$ cat config.mk
export PLATFORM = sky130hd
export DESIGN_NAME = tile_mean_threshold_grid_top
export DESIGN_NICKNAME = d
export VERILOG_FILES = /design/src/rtl/core/tmtg_pkg.sv /design/src/rtl/core/tmtg_sum_ram.sv /design/src/rtl/core/tmtg_div.sv /design/src/rtl/core/tile_mean_threshold_grid_top.sv
export SDC_FILE = /design/constraint.sdc
export NUM_CORES = 2
export LEC_CHECK = 0
export BUFFER_PORTS_ARGS = -buffer_cell sky130_fd_sc_hd__buf_2
export CAP_MARGIN = 20
export CORE_MARGIN = 5
export CORE_UTILIZATION = 50
export CTS_CLUSTER_SIZE = 30
export DETAILED_ROUTE_END_ITERATION = 7
export PLACE_DENSITY = 0.66
export SETUP_SLACK_MARGIN = 0.2
export SLEW_MARGIN = 20
export SYNTH_ARGS = -nofsm -noshare
export SYNTH_HDL_FRONTEND = slang
export SYNTH_HIERARCHICAL = 1
export SYNTH_SLANG_ARGS = --single-unit
$ cat constraint.sdc
create_clock -name clk -period 7.7 [get_ports clk]
set_input_delay 1.54 -clock clk [delete_from_list [all_inputs] [get_ports clk]]
set_output_delay 1.54 -clock clk [all_outputs]
set_load 0.02 [all_outputs]
$ cat src/rtl/core/tmtg_pkg.sv
package tmtg_pkg;

  // Width used for all position and limit comparisons.
  localparam int CMP_W = 12;

  // Channels per pixel and the largest channel byte.
  localparam int NUM_CHAN = 3;
  localparam int BYTE_MAX = 255;

  // Width of the per-pixel sum of three channel bytes.
  localparam int ADD_W = 10;

  // A mask byte above this value drops its channel from the sum.
  localparam logic [7:0] MASK_LIMIT = 8'd128;

  // Largest value of the active tile tally.
  localparam logic [13:0] TALLY_MAX = 14'h3FFF;

  // Register indexes on the configuration port.
  localparam logic [2:0] REG_TILE_COLS   = 3'd0;
  localparam logic [2:0] REG_TILE_WIDTH  = 3'd1;
  localparam logic [2:0] REG_TILE_HEIGHT = 3'd2;
  localparam logic [2:0] REG_TILE_ROWS   = 3'd3;
  localparam logic [2:0] REG_THRESHOLD   = 3'd4;
  localparam logic [2:0] REG_MASK_ENABLE = 3'd5;

  // Divider sequencer states.
  typedef enum logic [2:0] {
    DIV_IDLE = 3'b001,
    DIV_RUN  = 3'b010,
    DIV_HOLD = 3'b100
  } div_state_t;

  // Identity of a tile on its way through the divider.
  typedef struct packed {
    logic [6:0] row;
    logic [5:0] col;
    logic       last;
  } tile_tag_t;

  // A zero register acts as one, and a value above the maximum saturates.
  function automatic logic [CMP_W-1:0] clamp_reg(input logic [CMP_W-1:0] v,
                                                 input logic [CMP_W-1:0] maxv);
    logic [CMP_W-1:0] r;
    if (v == '0) begin
      r = CMP_W'(1);
    end else if (v > maxv) begin
      r = maxv;
    end else begin
      r = v;
    end
    return r;
  endfunction

  // Channel byte after masking.
  function automatic logic [7:0] masked_byte(input logic [7:0] chan,
                                             input logic [7:0] mask,
                                             input logic       en);
    logic [7:0] r;
    r = (en && (mask > MASK_LIMIT)) ? 8'd0 : chan;
    return r;
  endfunction

endpackage

$ cat src/rtl/core/tmtg_sum_ram.sv
module tmtg_sum_ram #(
  parameter int DEPTH = 64,
  parameter int AW    = 6,
  parameter int DW    = 21
) (
  input  logic          clk,
  input  logic          rst,
  input  logic          rd_en,
  input  logic [AW-1:0] rd_addr,
  output logic [DW-1:0] rd_data,
  input  logic          wr_en,
  input  logic [AW-1:0] wr_addr,
  input  logic [DW-1:0] wr_data
);

  logic [DW-1:0]    mem [DEPTH];
  logic [DEPTH-1:0] written;

  // Storage array with one write and one registered read port.
  always_ff @(posedge clk) begin
    if (wr_en) begin
      mem[wr_addr] <= wr_data;
    end
    if (rd_en) begin
      rd_data <= written[rd_addr] ? mem[rd_addr] : '0;
    end
  end

  // An entry never written since reset reads as zero.
  always_ff @(posedge clk) begin
    if (rst) begin
      written <= '0;
    end else if (wr_en) begin
      written[wr_addr] <= 1'b1;
    end
  end

endmodule

$ cat src/rtl/core/tmtg_div.sv
module tmtg_div import tmtg_pkg::*; #(
  parameter int SUM_W = 21,
  parameter int DV_W  = 13
) (
  input  logic             clk,
  input  logic             rst,
  input  logic             start,
  input  logic [SUM_W-1:0] dividend,
  input  logic [DV_W-1:0]  divisor,
  output logic             busy,
  output logic             q_valid,
  input  logic             q_ready,
  output logic [SUM_W-1:0] quotient
);

  localparam int CNT_W = $clog2(SUM_W + 1);

  div_state_t       state;
  div_state_t       state_next;
  logic [CNT_W-1:0] count;
  logic [DV_W-1:0]  rem;
  logic [DV_W-1:0]  dvs;
  logic [DV_W:0]    rem_sh;
  logic             fits;

  assign busy     = (state != DIV_IDLE);
  assign q_valid  = (state == DIV_HOLD);

  // One quotient bit per cycle: shift in the next dividend bit and try a subtract.
  assign rem_sh = {rem, quotient[SUM_W-1]};
  assign fits   = (rem_sh >= {1'b0, dvs});

  always_comb begin
    state_next = state;
    case (state)
      DIV_IDLE: if (start) state_next = DIV_RUN;
      DIV_RUN:  if (count == CNT_W'(1)) state_next = DIV_HOLD;
      DIV_HOLD: if (q_ready) state_next = DIV_IDLE;
      default:  state_next = DIV_IDLE;
    endcase
  end

  always_ff @(posedge clk) begin
    if (rst) begin
      state <= DIV_IDLE;
    end else begin
      state <= state_next;
    end
  end

  // Datapath: the quotient register first holds the dividend and fills from the bottom.
  always_ff @(posedge clk) begin
    if (state == DIV_IDLE && start) begin
      quotient <= dividend;
      rem      <= '0;
      dvs      <= divisor;
      count    <= CNT_W'(SUM_W);
    end else if (state == DIV_RUN) begin
      rem      <= fits ? DV_W'(rem_sh - {1'b0, dvs}) : DV_W'(rem_sh);
      quotient <= {quotient[SUM_W-2:0], fits};
      count    <= count - CNT_W'(1);
    end
  end

endmodule

$ cat src/rtl/core/tile_mean_threshold_grid_top.sv
// Tile mean threshold grid.
// Pixels enter on the pix channel (pix_valid/pix_ready) in raster order, one
// beat per pixel, with start_of_frame high on the first pixel of a frame.
// Each completed tile leaves as one beat on the tile channel
// (tile_valid/tile_ready) carrying its band and column, floored mean, active
// flag, running active count and a last-tile flag.
// Pixels are taken at one per cycle. Each pixel inside the frame does a
// read-modify-write of its column sum in the column sum memory; back-to-back
// hits on one column are forwarded. A tile's mean comes from a one-bit-per-cycle
// divider and is offered from the output register. The divider holds one tile at
// a time: a pixel that may complete a tile waits while the previous tile is still
// in the accumulate stage or the divider.
// A stalled receiver leaves the finished result in the output register; the
// divider then holds the next tile and pixels keep flowing until another
// tile would complete.
// Reset loads the register defaults, clears the position and tally, and
// marks every column sum as zero; no clearing pass is needed.
module tile_mean_threshold_grid_top import tmtg_pkg::*; #(
  parameter int MAX_TILE_COLS   = 64,
  parameter int MAX_TILE_WIDTH  = 32,
  parameter int MAX_TILE_HEIGHT = 64,
  parameter int MAX_TILE_ROWS   = 128
) (
  input  logic        clk,
  input  logic        rst,
  // Configuration port.
  input  logic        psel,
  input  logic        penable,
  input  logic        pwrite,
  input  logic [4:0]  paddr,
  input  logic [31:0] pwdata,
  output logic [31:0] prdata,
  output logic        pready,
  // Pixel channel.
  input  logic        pix_valid,
  output logic        pix_ready,
  input  logic        start_of_frame,
  input  logic [7:0]  chan0,
  input  logic [7:0]  chan1,
  input  logic [7:0]  chan2,
  input  logic [7:0]  mask0,
  input  logic [7:0]  mask1,
  input  logic [7:0]  mask2,
  // Tile channel.
  output logic        tile_valid,
  input  logic        tile_ready,
  output logic [6:0]  tile_row,
  output logic [5:0]  tile_col,
  output logic [7:0]  tile_mean,
  output logic        tile_active,
  output logic [13:0] active_count,
  output logic        last_tile
);

  localparam int AW    = (MAX_TILE_COLS > 1) ? $clog2(MAX_TILE_COLS) : 1;
  localparam int PW    = (MAX_TILE_WIDTH > 1) ? $clog2(MAX_TILE_WIDTH) : 1;
  localparam int RW    = (MAX_TILE_HEIGHT > 1) ? $clog2(MAX_TILE_HEIGHT) : 1;
  localparam int TW    = $clog2(MAX_TILE_ROWS + 1);
  localparam int SUM_W = $clog2(MAX_TILE_WIDTH * MAX_TILE_HEIGHT * NUM_CHAN * BYTE_MAX + 1);
  localparam int DV_W  = $clog2(MAX_TILE_WIDTH * MAX_TILE_HEIGHT * NUM_CHAN + 1);

  localparam logic [CMP_W-1:0] MAX_C = CMP_W'(MAX_TILE_COLS);
  localparam logic [CMP_W-1:0] MAX_W = CMP_W'(MAX_TILE_WIDTH);
  localparam logic [CMP_W-1:0] MAX_H = CMP_W'(MAX_TILE_HEIGHT);
  localparam logic [CMP_W-1:0] MAX_R = CMP_W'(MAX_TILE_ROWS);

  // Configuration registers.
  logic [6:0] tile_cols;
  logic [5:0] tile_width;
  logic [6:0] tile_height;
  logic [7:0] tile_rows;
  logic [7:0] threshold;
  logic       mask_enable;

  logic [2:0] reg_idx;
  logic       cfg_write;

  assign pready    = 1'b1;
  assign reg_idx   = paddr[4:2];
  assign cfg_write = psel && penable && pwrite && pready;

  always_ff @(posedge clk) begin
    if (rst) begin
      tile_cols   <= 7'd64;
      tile_width  <= 6'd10;
      tile_height <= 7'd7;
      tile_rows   <= 8'd68;
      threshold   <= 8'd20;
      mask_enable <= 1'b0;
    end else if (cfg_write) begin
      case (reg_idx)
        REG_TILE_COLS:   tile_cols   <= pwdata[6:0];
        REG_TILE_WIDTH:  tile_width  <= pwdata[5:0];
        REG_TILE_HEIGHT: tile_height <= pwdata[6:0];
        REG_TILE_ROWS:   tile_rows   <= pwdata[7:0];
        REG_THRESHOLD:   threshold   <= pwdata[7:0];
        REG_MASK_ENABLE: mask_enable <= pwdata[0];
        default: ;
      endcase
    end
  end

  // Register readback.
  always_comb begin
    case (reg_idx)
      REG_TILE_COLS:   prdata = 32'(tile_cols);
      REG_TILE_WIDTH:  prdata = 32'(tile_width);
      REG_TILE_HEIGHT: prdata = 32'(tile_height);
      REG_TILE_ROWS:   prdata = 32'(tile_rows);
      REG_THRESHOLD:   prdata = 32'(threshold);
      REG_MASK_ENABLE: prdata = 32'(mask_enable);
      default:         prdata = '0;
    endcase
  end

  // Effective tile geometry.
  logic [CMP_W-1:0] cols_c;
  logic [CMP_W-1:0] w_c;
  logic [CMP_W-1:0] h_c;
  logic [CMP_W-1:0] rows_c;
  logic [2*CMP_W-1:0] wh;
  logic [DV_W-1:0]  divisor;

  assign cols_c = clamp_reg(CMP_W'(tile_cols), MAX_C);
  assign w_c    = clamp_reg(CMP_W'(tile_width), MAX_W);
  assign h_c    = clamp_reg(CMP_W'(tile_height), MAX_H);
  assign rows_c = clamp_reg(CMP_W'(tile_rows), MAX_R);
  assign wh     = (2*CMP_W)'(w_c) * (2*CMP_W)'(h_c);

  // Divisor is width times height times three, registered off the multiplier.
  always_ff @(posedge clk) begin
    divisor <= DV_W'({wh, 1'b0} + {1'b0, wh});
  end

  // Frame position.
  logic [PW-1:0] pix;
  logic [AW-1:0] col;
  logic [RW-1:0] rit;
  logic [TW-1:0] trow;
  logic [PW-1:0] pix_next;
  logic [AW-1:0] col_next;
  logic [RW-1:0] rit_next;
  logic [TW-1:0] trow_next;

  logic [PW-1:0] eff_pix;
  logic [AW-1:0] eff_col;
  logic [RW-1:0] eff_rit;
  logic [TW-1:0] eff_trow;
  logic [CMP_W-1:0] pix_inc;
  logic [CMP_W-1:0] col_inc;
  logic [CMP_W-1:0] rit_inc;
  logic [CMP_W-1:0] trow_inc;
  logic pix_wrap;
  logic col_wrap;
  logic rit_wrap;
  logic skip;
  logic done_now;
  logic last_now;
  logic pix_acc;

  assign pix_acc  = pix_valid && pix_ready;
  assign eff_pix  = start_of_frame ? '0 : pix;
  assign eff_col  = start_of_frame ? '0 : col;
  assign eff_rit  = start_of_frame ? '0 : rit;
  assign eff_trow = start_of_frame ? '0 : trow;
  assign pix_inc  = CMP_W'(eff_pix) + CMP_W'(1);
  assign col_inc  = CMP_W'(eff_col) + CMP_W'(1);
  assign rit_inc  = CMP_W'(eff_rit) + CMP_W'(1);
  assign trow_inc = CMP_W'(eff_trow) + CMP_W'(1);
  assign pix_wrap = (pix_inc >= w_c);
  assign col_wrap = (col_inc >= cols_c);
  assign rit_wrap = (rit_inc >= h_c);
  assign skip     = (CMP_W'(eff_trow) >= rows_c);
  assign done_now = pix_wrap && rit_wrap;
  assign last_now = (trow_inc >= rows_c) && col_wrap;

  // Advance through pixel, tile column, tile row and band.
  always_comb begin
    pix_next  = eff_pix;
    col_next  = eff_col;
    rit_next  = eff_rit;
    trow_next = eff_trow;
    if (!skip) begin
      if (pix_wrap) begin
        pix_next = '0;
        if (col_wrap) begin
          col_next = '0;
          if (rit_wrap) begin
            rit_next  = '0;
            trow_next = TW'(trow_inc);
          end else begin
            rit_next = RW'(rit_inc);
          end
        end else begin
          col_next = AW'(col_inc);
        end
      end else begin
        pix_next = PW'(pix_inc);
      end
    end
  end

  always_ff @(posedge clk) begin
    if (rst) begin
      pix  <= '0;
      col  <= '0;
      rit  <= '0;
      trow <= '0;
    end else if (pix_acc) begin
      pix  <= pix_next;
      col  <= col_next;
      rit  <= rit_next;
      trow <= trow_next;
    end
  end

  // Interlock: a pixel that may finish a tile waits for the divider to free up.
  logic div_busy;
  logic tile_in_flight;
  logic maybe_done;

  assign maybe_done = ((CMP_W'(pix) + CMP_W'(1) >= w_c) && (CMP_W'(rit) + CMP_W'(1) >= h_c))
                      || ((w_c == CMP_W'(1)) && (h_c == CMP_W'(1)));
  assign pix_ready  = !(tile_in_flight && maybe_done);

  // Accumulate stage: the read issued at accept returns here, is added to and written back.
  logic                b_valid;
  logic [AW-1:0]       b_addr;
  logic                b_clear;
  logic [ADD_W-1:0]    b_add;
  logic                b_done;
  tile_tag_t           b_tag;
  logic                fwd_hit;
  logic [SUM_W-1:0]    fwd_data;
  logic [SUM_W-1:0]    ram_rdata;
  logic [SUM_W-1:0]    base;
  logic [SUM_W-1:0]    new_sum;
  logic [ADD_W-1:0]    add_now;
  logic                a_issue;

  assign add_now = ADD_W'(masked_byte(chan0, mask0, mask_enable))
                 + ADD_W'(masked_byte(chan1, mask1, mask_enable))
                 + ADD_W'(masked_byte(chan2, mask2, mask_enable));
  assign a_issue = pix_acc && !skip;
  assign tile_in_flight = (b_valid && b_done) || div_busy;

  always_comb begin
    if (b_clear) begin
      base = '0;
    end else if (fwd_hit) begin
      base = fwd_data;
    end else begin
      base = ram_rdata;
    end
  end
  assign new_sum = base + SUM_W'(b_add);

  always_ff @(posedge clk) begin
    if (rst) begin
      b_valid <= 1'b0;
      fwd_hit <= 1'b0;
    end else begin
      b_valid <= a_issue;
      fwd_hit <= a_issue && b_valid && (b_addr == eff_col);
    end
  end

  always_ff @(posedge clk) begin
    fwd_data <= new_sum;
    if (a_issue) begin
      b_addr    <= eff_col;
      b_clear   <= (eff_rit == '0) && (eff_pix == '0);
      b_add     <= add_now;
      b_done    <= done_now;
      b_tag.row <= 7'(eff_trow);
      b_tag.col <= 6'(eff_col);
      b_tag.last <= last_now;
    end
  end

  tmtg_sum_ram #(
    .DEPTH (MAX_TILE_COLS),
    .AW    (AW),
    .DW    (SUM_W)
  ) u_sum_ram (
    .clk     (clk),
    .rst     (rst),
    .rd_en   (a_issue),
    .rd_addr (eff_col),
    .rd_data (ram_rdata),
    .wr_en   (b_valid),
    .wr_addr (b_addr),
    .wr_data (new_sum)
  );

  // Mean of a completed tile.
  logic             div_start;
  logic             q_valid;
  logic             out_load;
  logic [SUM_W-1:0] quotient;
  tile_tag_t        div_tag;

  assign div_start = b_valid && b_done;
  assign out_load  = q_valid && (!tile_valid || tile_ready);

  always_ff @(posedge clk) begin
    if (div_start) begin
      div_tag <= b_tag;
    end
  end

  tmtg_div #(
    .SUM_W (SUM_W),
    .DV_W  (DV_W)
  ) u_div (
    .clk      (clk),
    .rst      (rst),
    .start    (div_start),
    .dividend (new_sum),
    .divisor  (divisor),
    .busy     (div_busy),
    .q_valid  (q_valid),
    .q_ready  (out_load),
    .quotient (quotient)
  );

  // Active tally; a frame start seen while a tile is in flight clears it after that tile.
  logic        act;
  logic [13:0] tally;
  logic [13:0] tally_inc;
  logic        clr_pend;
  logic        sof_acc;

  assign act       = (quotient >= SUM_W'(threshold));
  assign tally_inc = (act && (tally != TALLY_MAX)) ? tally + 14'd1 : tally;
  assign sof_acc   = pix_acc && start_of_frame;

  always_ff @(posedge clk) begin
    if (rst) begin
      tally    <= '0;
      clr_pend <= 1'b0;
    end else if (out_load) begin
      tally    <= (clr_pend || sof_acc) ? '0 : tally_inc;
      clr_pend <= 1'b0;
    end else if (sof_acc) begin
      if (tile_in_flight) begin
        clr_pend <= 1'b1;
      end else begin
        tally <= '0;
      end
    end
  end

  // Output register.
  always_ff @(posedge clk) begin
    if (rst) begin
      tile_valid <= 1'b0;
    end else if (out_load) begin
      tile_valid <= 1'b1;
    end else if (tile_ready) begin
      tile_valid <= 1'b0;
    end
  end

  always_ff @(posedge clk) begin
    if (out_load) begin
      tile_row     <= div_tag.row;
      tile_col     <= div_tag.col;
      tile_mean    <= quotient[7:0];
      tile_active  <= act;
      active_count <= tally_inc;
      last_tile    <= div_tag.last;
    end
  end

`ifndef SYNTHESIS
  // A tile only enters the divider when it is free.
  a_div_free: assert property (@(posedge clk) disable iff (rst)
    b_valid && b_done |-> !div_busy)
    else $error("tile entered a busy divider");

  // An active tile is always counted.
  a_count_nonzero: assert property (@(posedge clk) disable iff (rst)
    tile_valid && tile_active |-> active_count != '0)
    else $error("active tile with zero count");

  // A deferred tally clear only exists while a tile is in flight.
  a_clear_pending: assert property (@(posedge clk) disable iff (rst)
    clr_pend |-> div_busy)
    else $error("pending tally clear with no tile in flight");
`endif

endmodule

; Yosys cells after proc, flatten, opt, wreduce, memory -nomap -nowiden
; Memory sizes are Yosys's and may differ from the RTL's. A register that Yosys moved wholly into a read port is not among the register bits.
; Cells that the tools add are included.
; W data, S select, Z words.
[word_totals]
memories = 1
register_bits = 310
ram_bits = 1344
out_inout_bits = 72
[mem_list]
columns = name, depth, width, read_ports, rd_ports_with_merged_regs, wr, line
row1 = u_sum_ram.mem, 64, 21, 1, 1, 1, tmtg_sum_ram.sv:16  ; logic [DW-1:0] mem [DEPTH];
[classes]
n_eq_ne = 18
n_reduce_logical = 49
bitwise = 1
muxes = 51
order_cmp = 19
addsub = 13
multipliers = 1
[ops]
columns = operator, n
row1 = $mux W21, 4
row2 = $mux W8, 10
row3 = $mux W14, 5
row4 = $mux W6, 11
row5 = $or A64 B64 Y64, 1
row6 = $pmux W8 S6, 1
row7 = $ge A7 B12 Y1, 3
row8 = $gt A8 B8 Y1 const B, 4
row9 = $mux W7, 4
row10 = $eq A12 B1 Y1 const B, 2
row11 = $ge A6 B12 Y1, 2
row12 = $add A21 B10 Y21, 1
row13 = $add A6 B1 Y7 const B, 3
row14 = $ge A21 B8 Y1, 1
row15 = $logic_and A1 B1 Y1, 21
row16 = $reduce_and A2 Y1, 8
row17 = $mux W5, 3
row18 = $add A14 B1 Y14 const B, 1
row19 = $ge A14 B13 Y1, 1
row20 = $gt A7 B7 Y1 const B, 2
row21 = $logic_not A7 Y1, 2
row22 = $lt A6 B7 Y1 const B, 2
row23 = $ne A14 B14 Y1 const B, 1
row24 = $add A13 B13 Y13, 1
row25 = 33 further kinds, 58

; Depth between registers and ports, before layout
[logic_depth]
word_depth = 13
depth_mapped = 24

; Hierarchy
; Netlist, hierarchy kept.
[modules_own_cells]
columns = mod, n_inst, cells_each, area_per_inst_um2
row1 = tmtg_sum_ram, 1, 2477, 54030.6
row2 = tile_mean_threshold_grid_top, 1, 1332, 12550.8
row3 = tmtg_div, 1, 292, 2812.7

; Worst setup path after synthesis
; OpenSTA, ideal clock, no wires.
[synth_path]
path_type = register -> register
startpoint = reg fwd_hit
endpoint = mem u_sum_ram.mem[0][20], data pin
setup_slack_ns = 1.095
required_time_ns = 7.004
stages_incl_launch_ff = 17
setup_time_ns = 0.696
t_arrival_ns = 5.909
n_path_buf = 3
period_less_slack_ns = 6.605
cell_sequence = dfxtp_1 -> buf_2 -> buf_1 -> buf_1 -> mux2i_1 -> nor2_1 -> ha_1 -> inv_1 -> fa_1 -> nor2b_1 -> o21ai_0 -> a21boi_0 -> o21ai_0 -> a21oi_1 -> a31oi_1 -> o31a_1 -> nor3_1
[synth_via]
elab_chain_len = 3
[synth_rtl]
columns = element, line
row1 = from (decl), tile_mean_threshold_grid_top.sv:233  ; logic fwd_hit;
row2 = from (signal assigned), tile_mean_threshold_grid_top.sv:264  ; fwd_hit <= a_issue && b_valid && (b_addr == eff_col);
row3 = $mux W21, tile_mean_threshold_grid_top.sv:250  ; end else if (fwd_hit) begin
row4 = $mux W21, tile_mean_threshold_grid_top.sv:248  ; if (b_clear) begin
row5 = $add A21 B10 Y21, tile_mean_threshold_grid_top.sv:256  ; assign new_sum = base + SUM_W'(b_add);
row6 = named net new_sum[20], tile_mean_threshold_grid_top.sv:237  ; logic [SUM_W-1:0] new_sum;
row7 = to (decl), tmtg_sum_ram.sv:16
; The timed path passes the listed nets, and every way through them passes these cells.

; Worst setup path in the final report
[layout_path]
startpoint = reg tile_height[1]
endpoint = reg divisor[11]
[layout_via]
elab_chain_len = 5
[layout_rtl]
columns = element, line
row1 = from (decl), tile_mean_threshold_grid_top.sv:70  ; logic [6:0] tile_height;
row2 = from (signal assigned), tile_mean_threshold_grid_top.sv:94  ; REG_TILE_HEIGHT: tile_height <= pwdata[6:0];
row3 = $gt A7 B7 Y1, tmtg_pkg.sv:47  ; end else if (v > maxv) begin
row4 = $mux W7, tmtg_pkg.sv:47
row5 = $mux W7 *, tmtg_pkg.sv:45  ; if (v == '0) begin
row6 = $mul A6 B7 Y13 *, tile_mean_threshold_grid_top.sv:128  ; assign wh = (2*CMP_W)'(w_c) * (2*CMP_W)'(h_c);
row7 = $add A13 B13 Y13 *, tile_mean_threshold_grid_top.sv:132  ; divisor <= DV_W'({wh, 1'b0} + {1'b0, wh});
row8 = to (signal assigned), tile_mean_threshold_grid_top.sv:132
row9 = to (decl), tile_mean_threshold_grid_top.sv:122  ; logic [DV_W-1:0] divisor;
; Mark *: on every way between the ends. The rest lies on a longest branch, timed or not.
; A chain may end at the register's enable or synchronous reset.

==> flow_metrics.env <==
export IMPL_area_growth_pct=12.77
export IMPL_grt_max_degree=117
export IMPL_cap_viol_max_count=0
export IMPL_ys_flop_type="edfxtp_1"
export IMPL_die_area_sq_um=146300
export IMPL_skew_ns=0.03117
export IMPL_fin_area_sq_um=78250
export IMPL_syn_cell_area_sq_um=69390
export IMPL_cp_slowest_stage_delay_ns=0.63
export IMPL_clock_sinks=1675
export IMPL_crit_path_top_delay_cell="o21ai_0"
export IMPL_holdPathEnd="u_div/dvs[0]"
export IMPL_rows=136
export IMPL_r2r_cells=22
export IMPL_placed_area_sq_um=72750
export IMPL_dp_cells=5933
export IMPL_vias=37850
export IMPL_hold_viol=0
export IMPL_grt_pass1_vias=37790
export IMPL_ir_drop_uv=179.2
export IMPL_routed_via_density=6.058
export IMPL_nFillCells=10390
export IMPL_hold_depth=0
export IMPL_die_width_microns=382.5
export IMPL_mostFrequentLayoutCells="edfxtp_1 (1476), mux4_2 (353), nor2_1 (277)"
export IMPL_yosys_warnings=6
export IMPL_gp_congestion=0.8536
export IMPL_grt_first_pass_wirelength_microns=245700
export IMPL_drive_gt1_frac=0.2207
export IMPL_initialDrtViolationCount=3678
export IMPL_grt_use_total=0.2258
export IMPL_postCtsHoldBufs=0
export IMPL_core_area_sq_um=137700
export IMPL_ios=165
export IMPL_dpl_hpwl_microns=98690
export IMPL_setup_viol=0
export IMPL_gr_total_overflow=0
export IMPL_post_cts_resize_count=0
export IMPL_final_common_cell="edfxtp_1"
export IMPL_synth_edf_count=1476
export IMPL_synth_seq_cells=1675
export IMPL_r2r_start="tile_height[1]"
export IMPL_fin_hold_ws_ns=0.4013
export IMPL_clk_path_buf_depth=3
export IMPL_drc=0
export IMPL_start_kind="flop"
export IMPL_tightest_slew_ns=1.107
export IMPL_finalPower_w=0.01912
export IMPL_cts_clk_slew_worst_paths_ns=0.06
export IMPL_period_share=0.7477
export IMPL_numCtsBuffers=170
export IMPL_die_y_microns=382.5
export IMPL_layout_min_cycle_time_ns=5.757
export IMPL_p_per_area_nw_per_um2=244.3
export IMPL_cp_required_ns=8.32
export IMPL_clkLatencyLatePin_ns=0.79
export IMPL_leakagePower_nw=25.82
export IMPL_cp_arrival_ns=6.38
export IMPL_r2r_end="divisor[11]"
export IMPL_root_buffer="clkbuf_16"
export IMPL_yosysSeqAreaShare=0.6961
export IMPL_rsz0062_at_grt="false"
export IMPL_finalSetupTns_ns=0
export IMPL_min_from="divisor[0]"
export IMPL_endpoint_kind="flop"
export IMPL_tritoncts="done"
export IMPL_h_tree_depth=4
export IMPL_grt_antenna_before_repair=4
export IMPL_min_path_type="reg -> reg"
export IMPL_path_cells="nor4_1, nor2b_1, o21ai_0, inv_1, nand2_1, fa_1, fa_1, fa_1, inv_1, ha_1, nor2b_1, o31ai_2, a21oi_1, a21oi_1, o21bai_1, xnor2_1, ha_1, inv_1, nor3_1, a31oi_1, a21boi_0, o311ai_0"
export IMPL_start_util=0.5041
export IMPL_crit_type="reg -> reg"
export IMPL_post_cts_setup_buffer_count=0
export IMPL_wirelength_microns=165000
export IMPL_netlist_instances=4101
export IMPL_ant_nets=0
export IMPL_portBuffers=113
export IMPL_yosysUniqueCellTypes=92
export IMPL_n_antenna_cell=0
export IMPL_outcome="finished, final reports clean"
export IMPL_fmax_ghz=0.1737
export IMPL_wire_per_inst_microns=26.41
export IMPL_slew_headroom=0.2622
export IMPL_syn_area_per_cell_sq_um=16.92
export IMPL_crit_fanout=6
export IMPL_finalNonFillerCells=6248
export IMPL_final_nets=4567
export IMPL_rrSetupSlack_ns=1.94
export IMPL_async_flop_share=0
export IMPL_slew_violations=0
export IMPL_drt_first_pass_iters=5
state kept, by name, summed over array words and instances, names as in the netlist, 7 cells and up:
name               flops
u_div/quotient        21
u_sum_ram/mem       1344
div_tag               14
b_tag                 14
u_div/dvs             13
u_sum_ram/rd_data     21
tile_cols              7
u_div/rem             13
tally                 14
fwd_data              21
tile_mean              8
tile_row               7
tile_height            7
b_add                 10
threshold              8
divisor               13
trow                   8
tile_rows              8
u_sum_ram/written     64
active_count          14
worst max-delay path by stage:
stage / start / slack (ns) / to / cells after the start
2_1_floorplan: fwd_hit / 1.10 / u_sum_ram/mem[0][20] / 16
5_1_grt: tile_height[3] / 1.49 / divisor[11] / 22
3_3_place_gp: tile_height[1] / 2.01 / divisor[11] / 22
4_1_cts: tile_height[1] / 1.96 / divisor[11] / 22
3_5_place_dp: tile_height[1] / 1.99 / divisor[11] / 22
6_report: tile_height[1] / 1.94 / divisor[11] / 22
kinds of logic (layout without fill, tap and decap cells):
family          after synthesis  in the layout  synth area share
other cells                   2             25         0.0001082
fa+ha+maj                   163            163           0.03296
buf+inv                     355            685           0.02306
simple gates                840            840           0.05705
compound gates              539            539           0.05254
xor+xnor                     90             90           0.01136
flops                      1675           1675            0.6961
mux                         437            437            0.1268
power breakdown:
| part | leakage, nW | switching (W) | total (W) | internal [W] |
|---|---|---|---|---|
| clock network | 2.65 | 0.00340 | 0.00809 | 0.00468 |
| logic | 7.98 | 0.000617 | 0.000791 | 0.000174 |
| registers | 15.2 | 0.0000355 | 0.0102 | 0.0102 |
| total | 25.8 | 0.00406 | 0.0191 | 0.0151 |
critical path: cells and delay by family, from the launching register on:
kind | cells | cell delay [ns]
adder cells (fa/ha/maj) | 5 | 2.18
AO/OA/AOI/OAI | 8 | 1.88
flip-flops | 1 | 0.42
AND/OR/NAND/NOR | 5 | 0.65
XOR/XNOR | 1 | 0.10
buffers and inverters | 3 | 0.37
synth_stat cells, drive strengths merged, types with 26 or more instances:
cell type	n	share of area
a22oi	177	0.019
xor2	26	0.0033
dfxtp	199	0.057
mux4	353	0.11
nand3	76	0.0056
edfxtp	1476	0.64
o21ai	72	0.0052
a21oi	142	0.010
clkbuf	92	0.0050
nor2	343	0.019
ha	130	0.023
nor4	35	0.0032
mux2i	77	0.011
nor3	46	0.0048
nor2b	41	0.0037
nand2	198	0.011
fa	33	0.0095
buf	128	0.011
inv	133	0.0072
xnor2	64	0.0081
per-layer routing:
metal / wire length, microns / track usage / share of wire
met5: 0 / 0 / 0
met4: 5057 / 0.07190 / 0.031
met3: 12810 / 0.04293 / 0.078
met2: 79730 / 0.3650 / 0.48
met1: 67390 / 0.3142 / 0.41
cell type report:
type | instances | area (sq um) | area share
clock buffer | 232 | 4611 | 0.05892
clock inverter | 83 | 879.6 | 0.01124
inverter | 135 | 506.7 | 0.006476
multi-input combinational | 2094 | 20090 | 0.2567
sequential | 1675 | 48310 | 0.6173
tap | 1794 | 2245 | 0.02868
timing repair buffer | 235 | 1617 | 0.02066
metrics by stage:
step | setup slack, ns | util
global placement | 2.013 | 0.5282
detailed placement | 1.994 | 0.5285
finish | 1.943 | 0.5684
floorplan | 1.095 | -
CTS | 1.961 | 0.5684
global route | 1.488 | 0.5684
(Power assumes the default switching activity.)
